===== config.mk =====
export PLATFORM = sky130hd
export DESIGN_NAME = note_record_stream_parser
export DESIGN_NICKNAME = d
export VERILOG_FILES = /design/src/hw/rtl/nrsp_pkg.sv /design/src/hw/rtl/nrsp_fifo.sv /design/src/hw/rtl/nrsp_front.sv /design/src/hw/rtl/nrsp_back.sv /design/src/hw/rtl/note_record_stream_parser.sv
export SDC_FILE = /design/constraint.sdc
export NUM_CORES = 1
export LEC_CHECK = 0
export BUFFER_PORTS_ARGS = -buffer_cell sky130_fd_sc_hd__buf_2
export CORE_ASPECT_RATIO = 1.2
export CORE_MARGIN = 5
export CORE_UTILIZATION = 45
export DETAILED_ROUTE_END_ITERATION = 10
export PLACE_DENSITY = 0.63
export SETUP_SLACK_MARGIN = 0.05
export SLEW_MARGIN = 20
export SYNTH_ARGS = -nofsm -noshare
export SYNTH_HDL_FRONTEND = slang
export SYNTH_SLANG_ARGS = --single-unit

===== constraint.sdc =====
create_clock -name clk -period 11.01 [get_ports clk]
set_input_delay 2.202 -clock clk [delete_from_list [all_inputs] [get_ports clk]]
set_output_delay 2.202 -clock clk [all_outputs]
set_load 0.005 [all_outputs]

===== src/hw/rtl/nrsp_pkg.sv =====
// Shared types and constants for the note record stream parser.
// Used by the front, back and top level; depends on nothing else.
`default_nettype none

package nrsp_pkg;

  // Defaults handed to the top level parameters
  localparam int TICK_BITS_DEFAULT   = 24;
  localparam int QUEUE_DEPTH_DEFAULT = 2;

  // Fixed field widths of a result record
  localparam int TICK_OUT_W = 24;
  localparam int LAYER_W    = 16;

  localparam logic [7:0] VERSION_RESET    = 8'd4;
  localparam logic [7:0] VERSION_EXT_MIN  = 8'd4;
  localparam logic [7:0] VELOCITY_DEFAULT = 8'd100;
  localparam logic [8:0] PAN_BIAS         = 9'd100;

  localparam logic RECORD_NOTE = 1'b0;
  localparam logic RECORD_END  = 1'b1;

  // Commands passed from the front to the back
  localparam logic [3:0] CMD_END       = 4'd0;
  localparam logic [3:0] CMD_TICK      = 4'd1;
  localparam logic [3:0] CMD_LAYER_CLR = 4'd2;
  localparam logic [3:0] CMD_LAYER     = 4'd3;
  localparam logic [3:0] CMD_INSTR     = 4'd4;
  localparam logic [3:0] CMD_KEY_SHORT = 4'd5;
  localparam logic [3:0] CMD_KEY_LONG  = 4'd6;
  localparam logic [3:0] CMD_VEL       = 4'd7;
  localparam logic [3:0] CMD_PAN       = 4'd8;
  localparam logic [3:0] CMD_PITCH     = 4'd9;

  typedef struct packed {
    logic [3:0]  op;
    logic [15:0] data;
  } cmd_t;

  typedef struct packed {
    logic                   kind;
    logic [TICK_OUT_W-1:0]  tick;
    logic [LAYER_W-1:0]     layer;
    logic [7:0]             instrument;
    logic [7:0]             note_key;
    logic [7:0]             velocity;
    logic signed [8:0]      panning;
    logic signed [15:0]     pitch;
  } rec_t;

endpackage

`default_nettype wire


===== src/hw/rtl/nrsp_fifo.sv =====
// Small register-based queue used between the parser stages and at the output.
// Standalone; depth must be at least 2.
`default_nettype none

module nrsp_fifo #(
  parameter int WIDTH = 8,
  parameter int DEPTH = 2
) (
  input  wire logic             clk,
  input  wire logic             rst_n,
  input  wire logic             push,
  input  wire logic [WIDTH-1:0] wr_data,
  output logic                  full,
  input  wire logic             pop,
  output logic [WIDTH-1:0]      rd_data,
  output logic                  empty
);

  localparam int PW = $clog2(DEPTH);
  localparam int CW = $clog2(DEPTH + 1);

  logic [WIDTH-1:0] mem_r [DEPTH];
  logic [PW-1:0]    wr_ptr_r, wr_ptr_nxt;
  logic [PW-1:0]    rd_ptr_r, rd_ptr_nxt;
  logic [CW-1:0]    count_r, count_nxt;
  logic             do_push, do_pop;

  assign full    = (count_r == CW'(DEPTH));
  assign empty   = (count_r == '0);
  assign do_push = push && !full;
  assign do_pop  = pop && !empty;
  assign rd_data = mem_r[rd_ptr_r];

  always_comb begin
    wr_ptr_nxt = wr_ptr_r;
    rd_ptr_nxt = rd_ptr_r;
    count_nxt  = count_r;
    if (do_push) begin
      wr_ptr_nxt = (wr_ptr_r == PW'(DEPTH - 1)) ? '0 : wr_ptr_r + PW'(1);
    end
    if (do_pop) begin
      rd_ptr_nxt = (rd_ptr_r == PW'(DEPTH - 1)) ? '0 : rd_ptr_r + PW'(1);
    end
    if (do_push && !do_pop) begin
      count_nxt = count_r + CW'(1);
    end else if (do_pop && !do_push) begin
      count_nxt = count_r - CW'(1);
    end
  end

  always_ff @(posedge clk) begin
    if (!rst_n) begin
      wr_ptr_r <= '0;
      rd_ptr_r <= '0;
      count_r  <= '0;
    end else begin
      wr_ptr_r <= wr_ptr_nxt;
      rd_ptr_r <= rd_ptr_nxt;
      count_r  <= count_nxt;
    end
  end

  always_ff @(posedge clk) begin
    if (do_push) begin
      mem_r[wr_ptr_r] <= wr_data;
    end
  end

endmodule

`default_nettype wire


===== src/hw/rtl/nrsp_front.sv =====
// Front stage: byte sequencer that tracks the stream layout and issues commands.
// Depends on nrsp_pkg; holds the format version register.
`default_nettype none

module nrsp_front (
  input  wire logic        clk,
  input  wire logic        rst_n,
  input  wire logic        in_push,
  output logic             in_full,
  input  wire logic [7:0]  in_data_byte,
  input  wire logic        cfg_valid,
  output logic             cfg_ready,
  input  wire logic [7:0]  cfg_format_version,
  output logic             cmd_push,
  output nrsp_pkg::cmd_t   cmd,
  input  wire logic        cmd_full
);
  import nrsp_pkg::*;

  localparam logic [3:0] PH_TICK_LO  = 4'd0;
  localparam logic [3:0] PH_TICK_HI  = 4'd1;
  localparam logic [3:0] PH_LAYER_LO = 4'd2;
  localparam logic [3:0] PH_LAYER_HI = 4'd3;
  localparam logic [3:0] PH_INSTR    = 4'd4;
  localparam logic [3:0] PH_KEY      = 4'd5;
  localparam logic [3:0] PH_VEL      = 4'd6;
  localparam logic [3:0] PH_PAN      = 4'd7;
  localparam logic [3:0] PH_PITCH_LO = 4'd8;
  localparam logic [3:0] PH_PITCH_HI = 4'd9;

  logic [3:0]  phase_r, phase_nxt;
  logic [7:0]  low_r, low_nxt;
  logic [7:0]  version_r;
  logic        accept;
  logic        issue;
  logic [15:0] word;

  assign in_full   = cmd_full;
  assign cfg_ready = 1'b1;
  assign accept    = in_push && !cmd_full;
  assign word      = {in_data_byte, low_r};
  assign cmd_push  = accept && issue;

  always_comb begin
    phase_nxt = phase_r;
    low_nxt   = low_r;
    issue     = 1'b0;
    cmd.op    = CMD_INSTR;
    cmd.data  = {8'h00, in_data_byte};
    case (phase_r)
      PH_TICK_HI: begin
        issue = 1'b1;
        cmd.data = word;
        if (word == 16'h0000) begin
          cmd.op    = CMD_END;
          phase_nxt = PH_TICK_LO;
        end else begin
          cmd.op    = CMD_TICK;
          phase_nxt = PH_LAYER_LO;
        end
      end
      PH_LAYER_LO: begin
        low_nxt   = in_data_byte;
        phase_nxt = PH_LAYER_HI;
      end
      PH_LAYER_HI: begin
        issue = 1'b1;
        cmd.data = word;
        if (word == 16'h0000) begin
          cmd.op    = CMD_LAYER_CLR;
          phase_nxt = PH_TICK_LO;
        end else begin
          cmd.op    = CMD_LAYER;
          phase_nxt = PH_INSTR;
        end
      end
      PH_INSTR: begin
        issue     = 1'b1;
        cmd.op    = CMD_INSTR;
        phase_nxt = PH_KEY;
      end
      PH_KEY: begin
        issue = 1'b1;
        // sample the version here: it decides whether the optional bytes follow
        if (version_r >= VERSION_EXT_MIN) begin
          cmd.op    = CMD_KEY_LONG;
          phase_nxt = PH_VEL;
        end else begin
          cmd.op    = CMD_KEY_SHORT;
          phase_nxt = PH_LAYER_LO;
        end
      end
      PH_VEL: begin
        issue     = 1'b1;
        cmd.op    = CMD_VEL;
        phase_nxt = PH_PAN;
      end
      PH_PAN: begin
        issue     = 1'b1;
        cmd.op    = CMD_PAN;
        phase_nxt = PH_PITCH_LO;
      end
      PH_PITCH_LO: begin
        low_nxt   = in_data_byte;
        phase_nxt = PH_PITCH_HI;
      end
      PH_PITCH_HI: begin
        issue     = 1'b1;
        cmd.op    = CMD_PITCH;
        cmd.data  = word;
        phase_nxt = PH_LAYER_LO;
      end
      default: begin
        low_nxt   = in_data_byte;
        phase_nxt = PH_TICK_HI;
      end
    endcase
  end

  always_ff @(posedge clk) begin
    if (!rst_n) begin
      phase_r   <= PH_TICK_LO;
      version_r <= VERSION_RESET;
    end else begin
      if (accept) begin
        phase_r <= phase_nxt;
      end
      if (cfg_valid) begin
        version_r <= cfg_format_version;
      end
    end
  end

  always_ff @(posedge clk) begin
    if (accept) begin
      low_r <= low_nxt;
    end
  end

endmodule

`default_nettype wire


===== src/hw/rtl/nrsp_back.sv =====
// Back stage: carries out commands, keeps tick and layer counts, builds records.
// Depends on nrsp_pkg.
`default_nettype none

module nrsp_back #(
  parameter int TICK_BITS = nrsp_pkg::TICK_BITS_DEFAULT
) (
  input  wire logic        clk,
  input  wire logic        rst_n,
  input  wire logic        cmd_empty,
  input  wire nrsp_pkg::cmd_t cmd,
  output logic             cmd_pop,
  input  wire logic        rec_full,
  output logic             rec_push,
  output nrsp_pkg::rec_t   rec
);
  import nrsp_pkg::*;

  logic [TICK_BITS-1:0]            tick_r, tick_add;
  logic                            tick_neg_r;
  logic [LAYER_W-1:0]              layer_r, layer_add;
  logic                            layer_neg_r;
  logic [7:0]                      inst_r, key_r, vel_r, pan_r;
  logic [TICK_BITS:0]              tick_sum;
  logic [LAYER_W:0]                layer_sum;
  logic [TICK_BITS+TICK_OUT_W-1:0] tick_wide;
  logic                            emits, go, is_short;

  assign is_short = (cmd.op == CMD_KEY_SHORT);
  assign emits    = (cmd.op == CMD_END) || is_short || (cmd.op == CMD_PITCH);
  assign go       = !cmd_empty && (!emits || !rec_full);
  assign cmd_pop  = go;
  assign rec_push = go && emits;

  // Saturating accumulate; a count at minus one takes the jump less one
  assign tick_sum  = {1'b0, tick_r} + (TICK_BITS + 1)'(cmd.data);
  assign tick_add  = tick_neg_r ? TICK_BITS'(cmd.data - 16'd1) :
                     (tick_sum[TICK_BITS] ? '1 : tick_sum[TICK_BITS-1:0]);
  assign layer_sum = {1'b0, layer_r} + (LAYER_W + 1)'(cmd.data);
  assign layer_add = layer_neg_r ? LAYER_W'(cmd.data - 16'd1) :
                     (layer_sum[LAYER_W] ? '1 : layer_sum[LAYER_W-1:0]);

  assign tick_wide = {TICK_OUT_W'(0), tick_r};

  always_comb begin
    rec = '0;
    if (cmd.op == CMD_END) begin
      rec.kind = RECORD_END;
    end else begin
      rec.kind       = RECORD_NOTE;
      rec.tick       = tick_wide[TICK_OUT_W-1:0];
      rec.layer      = layer_r;
      rec.instrument = inst_r;
      if (is_short) begin
        rec.note_key = cmd.data[7:0];
        rec.velocity = VELOCITY_DEFAULT;
      end else begin
        rec.note_key = key_r;
        rec.velocity = vel_r;
        rec.panning  = {1'b0, pan_r} - PAN_BIAS;
        rec.pitch    = cmd.data;
      end
    end
  end

  always_ff @(posedge clk) begin
    if (!rst_n) begin
      tick_neg_r  <= 1'b1;
      layer_neg_r <= 1'b1;
    end else if (go) begin
      case (cmd.op)
        CMD_END: begin
          tick_neg_r  <= 1'b1;
          layer_neg_r <= 1'b1;
        end
        CMD_TICK:      tick_neg_r  <= 1'b0;
        CMD_LAYER_CLR: layer_neg_r <= 1'b1;
        CMD_LAYER:     layer_neg_r <= 1'b0;
        default: ;
      endcase
    end
  end

  always_ff @(posedge clk) begin
    if (go) begin
      case (cmd.op)
        CMD_TICK:      tick_r  <= tick_add;
        CMD_LAYER:     layer_r <= layer_add;
        CMD_INSTR:     inst_r  <= cmd.data[7:0];
        CMD_KEY_SHORT: key_r   <= cmd.data[7:0];
        CMD_KEY_LONG:  key_r   <= cmd.data[7:0];
        CMD_VEL:       vel_r   <= cmd.data[7:0];
        CMD_PAN:       pan_r   <= cmd.data[7:0];
        default: ;
      endcase
    end
  end

endmodule

`default_nettype wire


===== src/hw/rtl/note_record_stream_parser.sv =====
// Top level of the note record stream parser: front, command queue, back, result queue.
// Depends on nrsp_pkg, nrsp_fifo, nrsp_front and nrsp_back.
//
// The parser takes the note section of a song file one byte per item and
// returns one record per note plus an end record when a zero tick jump closes
// the section. It takes a byte every cycle while in_full is low: the front stage
// sequences the byte layout and turns each meaningful byte into a command, a
// two-entry command queue decouples it from the back stage, and the back stage
// retires one command per cycle, updating the saturating tick and layer counts
// and assembling records into a two-entry result queue. A record passes both
// queues after the byte that completes it is taken, reaches the out_ ports and
// stays there until popped; while the result queue is full the back stage
// holds and, once the command queue fills, in_full rises. The format version
// register (reset 4) is written through the cfg_ channel, which is always
// ready; write it only between sections while the parser is idle. The version
// is sampled when a note's key byte arrives: from 4 upwards velocity, panning
// and a little-endian signed pitch follow, below 4 the record carries velocity
// 100, panning 0 and pitch 0. Panning is the raw byte minus 100, signed.
// Ticks saturate at 2^TICK_BITS - 1 and are shown as their low 24 bits;
// layers saturate at 65535.
`default_nettype none

module note_record_stream_parser #(
  parameter int TICK_BITS   = nrsp_pkg::TICK_BITS_DEFAULT,
  parameter int QUEUE_DEPTH = nrsp_pkg::QUEUE_DEPTH_DEFAULT
) (
  input  wire logic                              clk,
  input  wire logic                              rst_n,
  input  wire logic                              in_push,
  output logic                                   in_full,
  input  wire logic [7:0]                        in_data_byte,
  output logic                                   out_empty,
  input  wire logic                              out_pop,
  output logic                                   out_record_kind,
  output logic [nrsp_pkg::TICK_OUT_W-1:0]        out_tick,
  output logic [nrsp_pkg::LAYER_W-1:0]           out_layer,
  output logic [7:0]                             out_instrument,
  output logic [7:0]                             out_note_key,
  output logic [7:0]                             out_velocity,
  output logic signed [8:0]                      out_panning,
  output logic signed [15:0]                     out_pitch,
  input  wire logic                              cfg_valid,
  output logic                                   cfg_ready,
  input  wire logic [7:0]                        cfg_format_version
);
  import nrsp_pkg::*;

  localparam int CMD_W = $bits(cmd_t);
  localparam int REC_W = $bits(rec_t);

  cmd_t             cmd_wr, cmd_rd;
  logic [CMD_W-1:0] cmd_rd_vec;
  logic             cmd_push, cmd_full, cmd_pop, cmd_empty;
  rec_t             rec_wr, rec_rd;
  logic [REC_W-1:0] rec_rd_vec;
  logic             rec_push, rec_full;

  // Front: follow the byte layout, hold low bytes, sample the version
  nrsp_front u_front (
    .clk                (clk),
    .rst_n              (rst_n),
    .in_push            (in_push),
    .in_full            (in_full),
    .in_data_byte       (in_data_byte),
    .cfg_valid          (cfg_valid),
    .cfg_ready          (cfg_ready),
    .cfg_format_version (cfg_format_version),
    .cmd_push           (cmd_push),
    .cmd                (cmd_wr),
    .cmd_full           (cmd_full)
  );

  // Command queue between the two stages
  nrsp_fifo #(
    .WIDTH (CMD_W),
    .DEPTH (QUEUE_DEPTH)
  ) u_cmd_q (
    .clk     (clk),
    .rst_n   (rst_n),
    .push    (cmd_push),
    .wr_data (cmd_wr),
    .full    (cmd_full),
    .pop     (cmd_pop),
    .rd_data (cmd_rd_vec),
    .empty   (cmd_empty)
  );

  assign cmd_rd = cmd_t'(cmd_rd_vec);

  // Back: advance counts, build records
  nrsp_back #(
    .TICK_BITS (TICK_BITS)
  ) u_back (
    .clk       (clk),
    .rst_n     (rst_n),
    .cmd_empty (cmd_empty),
    .cmd       (cmd_rd),
    .cmd_pop   (cmd_pop),
    .rec_full  (rec_full),
    .rec_push  (rec_push),
    .rec       (rec_wr)
  );

  // Result queue; its head drives the out_ ports
  nrsp_fifo #(
    .WIDTH (REC_W),
    .DEPTH (QUEUE_DEPTH)
  ) u_rec_q (
    .clk     (clk),
    .rst_n   (rst_n),
    .push    (rec_push),
    .wr_data (rec_wr),
    .full    (rec_full),
    .pop     (out_pop),
    .rd_data (rec_rd_vec),
    .empty   (out_empty)
  );

  assign rec_rd          = rec_t'(rec_rd_vec);
  assign out_record_kind = rec_rd.kind;
  assign out_tick        = rec_rd.tick;
  assign out_layer       = rec_rd.layer;
  assign out_instrument  = rec_rd.instrument;
  assign out_note_key    = rec_rd.note_key;
  assign out_velocity    = rec_rd.velocity;
  assign out_panning     = rec_rd.panning;
  assign out_pitch       = rec_rd.pitch;

endmodule

`default_nettype wire


==> results.md, run 1 <==
* CP required at 11.15 ns
* Clock buffer count from CTS at 34
* Die Y at 210 um
* 1st-pass router iterations at 5
* Max-slew violations at 0
* Layout cells sized above 1 at 25.1%
* Worst Path Max Fanout at 60
* Gr usage total at 16.9%
* Clock Path Buffers at 3
* LEAKAGE at 6.05 nW
* H-Tree Depth at 2
* Mapped Cells at 1,098
* Post-Syn Area at 0.0151 mm2
* CTS root buf: clkbuf_16
* Measured slew at the worst slew-check pin at 1.08 ns
* Drt first-iter violations at 621
* Overall die width at 177 um
* Setup_tns at 0 ns
* Critical path arrival at 4.88 ns
* PwrDens at 217 mW/mm2
* Final min period at 4.74 ns
* Synth Flop Type: edfxtp_1
* Max layer used: met4
* Max IR drop VDD at 0.0000902 V
* Fmax at 211 MHz
* Antenna violations before repair at 0
* Crit Path Category: reg2reg
* Initial Util at 45.5%
* Largest net degree at the start of global routing at 65
* Net Count, Synth at 1,157
* Mapped Avg Cell Area at 13.7 um2
* Vias/cell at 5.31
* Vias at 8,978
* Final setup fails at 0
* Remaining DRCs at 0
* Fin. Hold Viols at 0
* Fin Clk Skew at 0.0195 ns
* Critical Path End Type: flip-flop
* Critical Path Slowest Stage Cell: buf_4
* Crit path largest cell delay at 0.76 ns
* RSZ-0062 raised after global routing: no
* Status: complete, no violations
* Number of synthesized flops with an enable pin at 300
* Wire length on met1 at 13,900 um
* Area of the core at 0.0332 mm2
* Yosys top cell by area: edfxtp_1
* Number of gates given a new drive strength after cts at 0
* Crit-path cells: buf_4 -> mux2i_1 -> o211a_1 -> nand2b_1 -> buf_4 -> a21oi_1 -> nor4_2 -> buf_4 -> buf_4
* IO Port Bufs at 110
* Post-CTS Setup Inserts at 0
* Post-synth ARST share at 0%
* First-pass GRT wire length at 49,800 um
* Final layout net count at 1,276
* Post-synth top area share at 59.8%
* Routed Wire Length at 31,500 um
* Post-DP HPWL at 21,300 um
* Max_cap viols at 0
* #FFs+latches synth at 322
* CTS tree: yes
* Clock slew at reported path FFs at 0.06 ns
* Hold Buf Count CTS at 0
* Max_slew headroom at 28.1%
* Sequential element share of the synthesized area at 62.7%
* WL/cell at 18.6 um
* Pwr Total at 3.72 mW
* I/O pin count at 114
* Startpoint types: flip-flop
* Number of global-route vias before repair at 9,070
* Clock latency on the worst-skew pair at 0.52 ns
* Gpl congestion at 0.875
* # clock sinks at 322
* Met3 wire len at 1360 um
* Min-delay worst type: reg2reg
* Synth unique cells at 69
* Final hold slack at 0.473 ns
* Post-synth top cells: edfxtp_1 (300), mux2_2 (104), nor2_1 (85)
* Crit share post-route at 43.1%
* Cell with the most instances after synthesis: edfxtp_1
* Largest cells by area after synthesis: edfxtp_1 (60%), mux2_2 (7.8%), and2_1 (3.2%)
* Area delta synth->final at 14.0%
* Cell repeated most along the worst path: buf_4
* Routed Antenna Nets at 0
* Overflow after GRT at 0
* Die area at 0.0373 mm2
* WL met2 at 15,700 um
* N_diodes at 0
* Synth Warn # at 0
* Row Count at 73
==> state kept, by name, summed over array words and instances, names as in the netlist, 4 cells and up, named ones only <==
signal	flops
u_back.inst_r	8
u_front.low_r	8
u_back.pan_r	8
u_front.version_r	6
u_front.phase_r	4
u_cmd_q.mem_r	40
u_back.tick_r	24
u_rec_q.mem_r	180
u_back.key_r	8
u_back.layer_r	16
u_back.vel_r	8
==> cell families after synthesis <==
family | synth area share (%)
AOI/OAI and AO/OA | 8.71
DFF | 62.7
muxes | 9.58
and+or+nand+nor | 10.6
adders and majority gates | 3.25
other | 0.0249
xor gates and xnor gates | 3.14
buffers and inverters | 2.06
==> worst max-delay path, delay by kind of cell (launching register included) <==
family                 cells  cell delay (ns)
muxes                      1             0.49
DFF                        1             0.30
and+or+nand+nor            2             0.77
AOI/OAI and AO/OA          2             0.77
buffers and inverters      4             1.98
==> power breakdown <==
part           internal (mW)  switching (mW)
combinational          0.466           0.626
sequential              1.51          0.0515
clock                  0.612           0.452
==> metal layers <==
| metal | GRT usage, % | vias to the layer above |
|---|---|---|
| met2 | 29.0 | 211 |
| met5 | 0 | - |
| met3 | 2.78 | 37 |
| met1 | 22.4 | 4367 |
| met4 | 4.38 | 0 |
| li1 | - | 4363 |
==> placed cells by master (no fill, tap or decap), types with 7 or more instances in the layout <==
master	netlist	final
nor3_1	23	22
nor2b_1	16	15
nand2_1	34	34
ha_1	36	36
mux2i_1	25	25
dfxtp_1	22	21
clkbuf_16	0	35
edfxtp_1	300	300
mux2_2	104	104
a22oi_1	15	15
a21oi_1	46	46
o21ai_0	28	28
o21a_1	7	7
buf_4	1	15
nor2_1	85	84
a21o_1	12	12
nand2b_1	7	7
or3_1	7	7
a211oi_1	16	16
inv_1	30	30
clkbuf_1	35	11
nand3_1	9	9
buf_2	2	110
xnor2_1	35	35
and2_1	76	75
xor2_1	19	19
==> layout make-up <==
| cell class | instances | area, um2 |
|---|---|---|
| fillers | 2847 | 16000 |
| flip-flops and latches | 322 | 9450 |
| multi-input cells | 703 | 5350 |
| clock buffers | 46 | 917 |
| repair buffers | 125 | 663 |
| well taps | 450 | 563 |
| clock inverters | 14 | 118 |
| inverters | 31 | 116 |
==> worst paths after layout <==
| path | start | endpoint | slack, ns | cells past startpoint |
|---|---|---|---|---|
| setup / recovery | flip-flop | u_rec_q.mem_r[0][60] | 6.27 | 9 |
| hold / removal | u_front.version_r[2] | u_front.version_r[2] | 0.47 | 2 |
| setup reg to reg | flip-flop | u_rec_q.mem_r[0][60] | 6.27 | 9 |
| hold reg to reg | u_front.version_r[2] | u_front.version_r[2] | 0.47 | 2 |
==> stage by stage <==
| step | instances | utilization [%] | instance area [um2] | setup WS [ns] |
|---|---|---|---|---|
| CTS | 1690 | 51.8 | 17200 | 6.18 |
| global route | 1691 | 51.8 | 17200 | 5.89 |
| detailed placement | 1630 | 48.6 | 16100 | 6.19 |
| finish | 1691 | 51.8 | 17200 | 6.27 |
| floorplan | 1098 | - | 15100 | 0.399 |
| global placement | 1630 | 48.6 | 16100 | 6.21 |
No activity file was read; power rests on OpenSTA's default activity.
==> run 2: changes to the inputs <==
--- a/config.mk
+++ b/config.mk
@@ -5,6 +5,7 @@
 export SDC_FILE = /design/constraint.sdc
 export NUM_CORES = 1
 export LEC_CHECK = 0
+export ABC_AREA = 1
 export BUFFER_PORTS_ARGS = -buffer_cell sky130_fd_sc_hd__buf_2
 export CORE_ASPECT_RATIO = 1.2
 export CORE_MARGIN = 5
==> constraint.sdc (replaced) <==
create_clock -name clk -period 4.1 [get_ports clk]
set_input_delay 0.82 -clock clk [delete_from_list [all_inputs] [get_ports clk]]
set_output_delay 0.82 -clock clk [all_outputs]
set_load 0.005 [all_outputs]
==> run 2 against run 1 <==
Combinational power rose to 3.8 times the previous value. Power increased to 3.2 times the previous value. Sequential share of layout area shrank 2.9 points. Synthesized cell count grew 41%. Clock skew grew 0.0024 ns. Worst hold slack worse by 0.0075 ns. Clock power rose to 2.9 times the previous value. Final area is 5.5% higher. First-iteration DRC count rose by 5.8%. Clock-buffer cell count shrank 5. Largest cell class unchanged. Sequential power grew to 2.9 times the previous value. Cell count increased by 28%.
==> results.md, run 2 <==
* Status: complete, no violations
* Cell repeated most along the worst path: nand2_1
* Net Count, Synth at 1,606 (+39%)
* Critical Path End Type: flip-flop
* Area of the core at 0.0350 mm2 (+5.6%)
* Mapped Avg Cell Area at 10.3 um2 (-25%)
* Max IR drop VDD at 0.000348 V (+290%)
* IO Port Bufs at 110 (unchanged)
* Die Y at 216 um (+2.6%)
* Fin Clk Skew at 0.0220 ns (+0.00244 ns)
* Routed Wire Length at 36,500 um (+16%)
* I/O pin count at 114 (unchanged)
* Max-slew violations at 0 (unchanged)
* Number of synthesized flops with an enable pin at 300 (unchanged)
* LEAKAGE at 7.52 nW (+24%)
* Row Count at 75 (+2.7%)
* Most frequent cells in the layout: nand2_1 (332), edfxtp_1 (300), nor2_1 (219)
* Clock slew at reported path FFs at 0.07 ns (about the same)
* Fillers at 3,140 (+10%)
* Post-Syn Area at 0.0159 mm2 (+5.6%)
* Most common cell after layout, fill and taps aside: nand2_1
* Crit share post-route at 83.6% (+41 points)
* Synth Flop Type: edfxtp_1
* Vias at 10,900 (+21%)
* Synth Warn # at 0 (unchanged)
* CTS tree: yes
* Post-synth top area share at 56.6% (-3.2 points)
* Hold Buf Count CTS at 0 (unchanged)
* WL/cell at 16.9 um (-9.2%)
* Area occupied by multi-input gates at 0.00547 mm2 (+2.3%)
* Drt first-iter violations at 657 (+5.8%)
* Sequential Area at 0.00945 mm2 (unchanged)
* H-Tree Depth at 2 (unchanged)
* Routing usage on met1 at 22.4% (about the same)
* Pwr Total at 11.7 mW (+220%)
* Final setup fails at 0 (unchanged)
* Grt met2 use at 32.6% (+3.6 points)
* Gr usage total at 18.2% (+1.4 points)
* Met3 GRT Util at 2.72% (-0.064 points)
* Area delta synth->final at 13.8% (about the same)
* Crit-path cells: inv_6 -> o21ai_2 -> ha_1 -> a21oi_1 -> nand2_1 -> nand2_1 -> nand2_1 -> nand2_1 -> nand3_1 -> nand2_1 -> nand3_1 -> nand2_1 -> inv_1
* Final instance area at 0.0181 mm2 (+5.5%)
* CTS root buf: clkbuf_16
* Worst Path Buf+Inv at 2 (-2)
* #FFs+latches synth at 322 (unchanged)
* Post-CTS Setup Inserts at 0 (unchanged)
* Mapped Cells at 1,547 (+41%)
* Non-Filler Instances at 2,162 (+28%)
* Overall die width at 182 um (+2.6%)
* Clock buffer count from CTS at 34 (unchanged)
* Die area at 0.0393 mm2 (+5.3%)
* CP delay by family, top: simple AND/OR/NAND/NOR gates
* Clock Path Buffers at 3 (unchanged)
* 1st-pass router iterations at 5 (unchanged)
* Worst Path Max Fanout at 24 (-60%)
* Hold wc startpoint: u_front.version_r[2]
* Max_slew headroom at 40.1% (+12 points)
* Remaining DRCs at 0 (unchanged)
* Startpoint types: flip-flop
* Crit Path Category: reg2reg
* PwrDens at 648 mW/mm2 (+200%)
* Initial Util at 45.5% (about the same)
* Final layout net count at 1,734 (+36%)
* Fin. Hold Viols at 0 (unchanged)
* Antenna violations before repair at 0 (unchanged)
* Critical Path Slowest Stage Cell: o21ai_2
* Placed Area at 0.0170 mm2 (+5.3%)
* Crit path largest cell delay at 0.61 ns (-0.15 ns)
* Measured slew at the worst slew-check pin at 0.899 ns (-0.179 ns)
* Gpl congestion at 0.928 (+6.0%)
* First-pass GRT wire length at 57,200 um (+15%)
* Sequential element share of the synthesized area at 59.3% (-3.3 points)
* Post-DP HPWL at 25,400 um (+19%)
* Clock latency on the worst-skew pair at 0.54 ns (+0.02 ns)
* R2R setup slack at 0.67 ns (-5.60 ns)
* Critical path arrival at 3.73 ns (-1.15 ns)
* Largest registers: u_rec_q.mem_r: 180 flops, u_cmd_q.mem_r: 40 flops, u_back.tick_r: 24 flops
* Max reg flops at 180 (unchanged)
* CP required at 4.40 ns (-6.75 ns)
* Number of global-route vias before repair at 10,700 (+18%)
* RSZ-0062 raised after global routing: no
* Post-synth top cells: nand2_1 (332), edfxtp_1 (300), nor2_1 (221)
* DP Cell Count at 2,101 (+29%)
* Number of gates given a new drive strength after cts at 0 (unchanged)
* Max_cap viols at 0 (unchanged)
* Synth unique cells at 49 (-29%)
* Routed Antenna Nets at 0 (unchanged)
* Largest cells by area after synthesis: edfxtp_1 (57%), nand2_1 (7.8%), mux2_2 (6.4%)
* Post-synth ARST share at 0% (unchanged)
* Vias/cell at 5.03 (-5.2%)
* # clock sinks at 322 (unchanged)
* Fmax at 292 MHz (+38%)
* N_diodes at 0 (unchanged)
* Layout cells sized above 1 at 19.8% (-5.3 points)
* Setup_tns at 0 ns (unchanged)
* Yosys top cell by area: edfxtp_1
* Top reg by flops: u_rec_q.mem_r
* Min-delay worst type: reg2reg
* Largest net degree at the start of global routing at 92 (+42%)
* Most Crowded Layer GR: met2
* Final min period at 3.43 ns (-1.31 ns)
* Cell with the most instances after synthesis: nand2_1
* Overflow after GRT at 0 (unchanged)
-- run 2: metal layers --
metal  wire, um  vias up
li1           -     5413
met1      15300     5121
met2      18300      272
met3       1720       74
met4       1190        0
met5          0        -
-- run 2: worst paths after layout --
path / depth (start not counted) / to
max reg2reg: 13 / u_back.layer_r[14]
max: 13 / u_back.layer_r[14]
min reg2reg: 2 / u_front.version_r[2]
min: 2 / u_front.version_r[2]
-- run 2: worst register-to-register path, delay by kind of cell, from the launching register on --
family | cells | cell delay, ns
AND/OR/NAND/NOR | 8 | 1.27
AO/OA/AOI/OAI | 2 | 0.78
flip-flops | 1 | 0.55
adder cells (fa/ha/maj) | 1 | 0.40
buffers and inverters | 2 | 0.21
-- run 2: cell type report --
class                           count  share of cell area (%)
Clock buffer                       41                    4.89
Clock inverter                     20                    1.38
Inverter                          204                    4.26
Tap cell                          462                    3.19
Multi-Input combinational cell    983                    30.2
Timing Repair Buffer              130                    3.93
Sequential cell                   322                    52.2
-- run 2: stage by stage --
| step | worst slack, ns | utilization (%) | hold WS, ns |
|---|---|---|---|
| 6_report | 0.671 | 51.8 | 0.466 |
| 2_1_floorplan | 0.0911 | - | 0.430 |
| 3_5_place_dp | 0.694 | 48.5 | 0.460 |
| 5_1_grt | 0.387 | 51.8 | 0.464 |
| 4_1_cts | 0.680 | 51.8 | 0.460 |
| 3_3_place_gp | 0.701 | 48.5 | 0.443 |
-- run 2: cells by family after synthesis --
logic type               Yosys count  share of synthesized area [%]
AND/OR/NAND/NOR                  702                           18.6
flip-flops                       322                           59.3
buffers and inverters            242                           6.37
AO/OA/AOI/OAI                    126                           4.75
multiplexers                      90                           6.37
adder cells (fa/ha/maj)           38                           3.08
XOR/XNOR                          26                           1.43
other                              1                         0.0236
-- run 2: power by group --
| group | switching (mW) | internal, mW |
|---|---|---|
| Clock | 1.29 | 1.83 |
| Sequential | 0.212 | 4.32 |
| Combinational | 2.66 | 1.44 |
==> run 3: changes to the inputs <==
==> constraint.sdc (replaced) <==
create_clock -name clk -period 2.78 [get_ports clk]
set_input_delay 0.556 -clock clk [delete_from_list [all_inputs] [get_ports clk]]
set_output_delay 0.556 -clock clk [all_outputs]
set_load 0.005 [all_outputs]
==> run 3 against run 2 <==
Via count increased by 0.74%. Utilization grew 1.1 points. Routed wire length is 0.83% higher. Worst setup slack lost 0.49 ns. Final area up 2.2%. Register-to-register slack got worse by 0.48 ns. Clock skew is 0.0071 ns lower. Sequential share of layout area fell by 1.1 points. Power grew 47%.
==> results.md, run 3 (same netlist as run 2, synthesis figures left out) <==
* Status: complete, no violations
* I/O pin count at 114 (unchanged)
* Most frequent cells in the layout: nand2_1 (325), edfxtp_1 (300), nor2_1 (219)
* Max IR drop VDD at 0.000551 V (+59%)
* Final hold slack at 0.175 ns (-0.291 ns)
* Clock Power Share at 22.6% (-3.9 points)
* RSZ-0062 raised after global routing: yes
* Number of global-route vias before repair at 10,900 (+2.2%)
* Layout cells sized above 1 at 22.6% (+2.7 points)
* Drt first-iter violations at 672 (+2.3%)
* Crit Path Category: reg2out
* Area delta synth->final at 16.3%
* Largest net degree at the start of global routing at 61 (-34%)
* Seq pwr share at 38.6% (about the same)
* Measured slew at the worst slew-check pin at 0.729 ns (-0.170 ns)
* Startpoint types: flip-flop
* Final setup fails at 0 (unchanged)
* Largest registers: u_rec_q.mem_r: 180 flops, u_cmd_q.mem_r: 40 flops, u_back.tick_r: 24 flops
* Min-delay worst type: in2reg
* LEAKAGE at 7.67 nW (+1.9%)
* Post-layout util at 52.9% (+1.1 points)
* Worst Path Max Fanout at 34 (+42%)
* Routed Wire Length at 36,800 um (+0.83%)
* Top reg by flops: u_rec_q.mem_r
* Fmax at 384 MHz
* CP required at 2.22 ns (-2.18 ns)
* IO Port Bufs at 110 (unchanged)
* Clock latency on the worst-skew pair at 0.58 ns (+0.04 ns)
* Final layout net count at 1,770 (+2.1%)
* Initial Util at 45.5% (unchanged)
* Placed Area at 0.0174 mm2 (+2.6%)
* Crit share post-route at 93.6%
* Post-place setup slack at 0.0239 ns (-0.671 ns)
* Non-Filler Instances at 2,195 (+1.5%)
* N_diodes at 0 (unchanged)
* Fin Clk Skew at 0.0149 ns (-0.00707 ns)
* Critical Path End Type: output pin
* Gpl congestion at 0.894 (-3.7%)
* Clock Path Buffers at 3 (unchanged)
* Area of the core at 0.0350 mm2 (unchanged)
* DP Cell Count at 2,138 (+1.8%)
* Most common cell after layout, fill and taps aside: nand2_1
* Gr usage total at 18.4% (+0.18 points)
* 1st-pass router iterations at 6 (+1)
* Vias/cell at 4.99 (-0.78%)
* Comb power frac at 38.8% (+3.9 points)
* H-Tree Depth at 1 (-1)
* Max reg flops at 180 (unchanged)
* Die area at 0.0393 mm2 (unchanged)
* Setup_tns at 0 ns (unchanged)
* CTS root buf: clkbuf_16
* # clock sinks at 322 (unchanged)
* Fillers at 3,150 (+0.32%)
* Critical path arrival at 2.05 ns (-1.68 ns)
* Remaining DRCs at 0 (unchanged)
* Switching Fraction at 35.7% (+0.30 points)
* Clock buffer count from CTS at 31 (-8.8%)
* First-pass GRT wire length at 58,100 um (+1.6%)
* Slack of the critical path at 0.179 ns (-0.492 ns)
* Pwr Total at 17.2 mW (+47%)
* Max_slew headroom at 51.2% (+11 points)
* Final min period at 2.60 ns
* P_sw at 6.15 mW (+48%)
* WL/cell at 16.8 um (-0.69%)
* Hold Buf Count CTS at 0 (unchanged)
* Routed Antenna Nets at 0 (unchanged)
* Max_cap viols at 0 (unchanged)
* Vias at 11,000 (+0.74%)
* Die Y at 216 um (unchanged)
* CTS tree: yes
* Fin. Hold Viols at 0 (unchanged)
* Clock slew at reported path FFs at 0.06 ns (about the same)
* Max-slew violations at 0 (unchanged)
* Antenna violations before repair at 0 (unchanged)
* Row Count at 75 (unchanged)
* Post-DP HPWL at 26,500 um (+4.2%)
* Internal power at 11.1 mW (+46%)
* PwrDens at 929 mW/mm2 (+43%)
* Overall die width at 182 um (unchanged)
* Final instance area at 0.0185 mm2 (+2.2%)
* Overflow after GRT at 0 (unchanged)
==> run 3: repair_timing <==
item,4_1_cts,5_1_grt
gates resized for setup,4,30
pin swaps,0,2
endpoints found under the setup margin,9,39
cloned,0,1
setup buffers,0,1
==> run 3: critical path, cell delays in order (launching register included) <==
cell and delay [ns]:
dfxtp_4 0.63, buf_12 0.28, mux2_2 0.40, buf_2 0.14
==> run 3: power groups by stage <==
stage	logic, mW	registers [mW]	clock network, mW
finish	6.68	6.64	3.89
global route	7.44	6.70	4.20
CTS	6.60	6.64	4.00
detailed placement	6.56	6.74	0
global placement	6.48	6.72	0
floorplan	4.38	6.61	0
==> run 3: routing by layer <==
metal	track usage (%)	routed length [um]	up-vias
met2	33.1	18800	257
met1	22.6	15000	5153
li1	-	-	5478
met4	6.68	1330	0
met3	2.35	1670	72
met5	0	0	-
==> run 3: worst paths after layout <==
path | startpoint | endpoint | slack (ns) | depth (start not counted)
max | flip-flop | out_pitch[10] | 0.18 | 3
min | in_data_byte[0] | u_front.low_r[0] | 0.18 | 1
max reg2reg | flip-flop | u_back.tick_r[23] | 0.19 | 13
min reg2reg | u_front.version_r[2] | u_front.version_r[2] | 0.47 | 2
==> run 3: final cells by class <==
class	count	area, um2	share of cell area, %
timing repair buffer	169	1150	6.23
clock buffer	39	806	4.35
tap	462	578	3.12
sequential	322	9460	51.1
clock inverter	16	125	0.675
multi-input combinational	983	5630	30.4
inverter	204	777	4.19
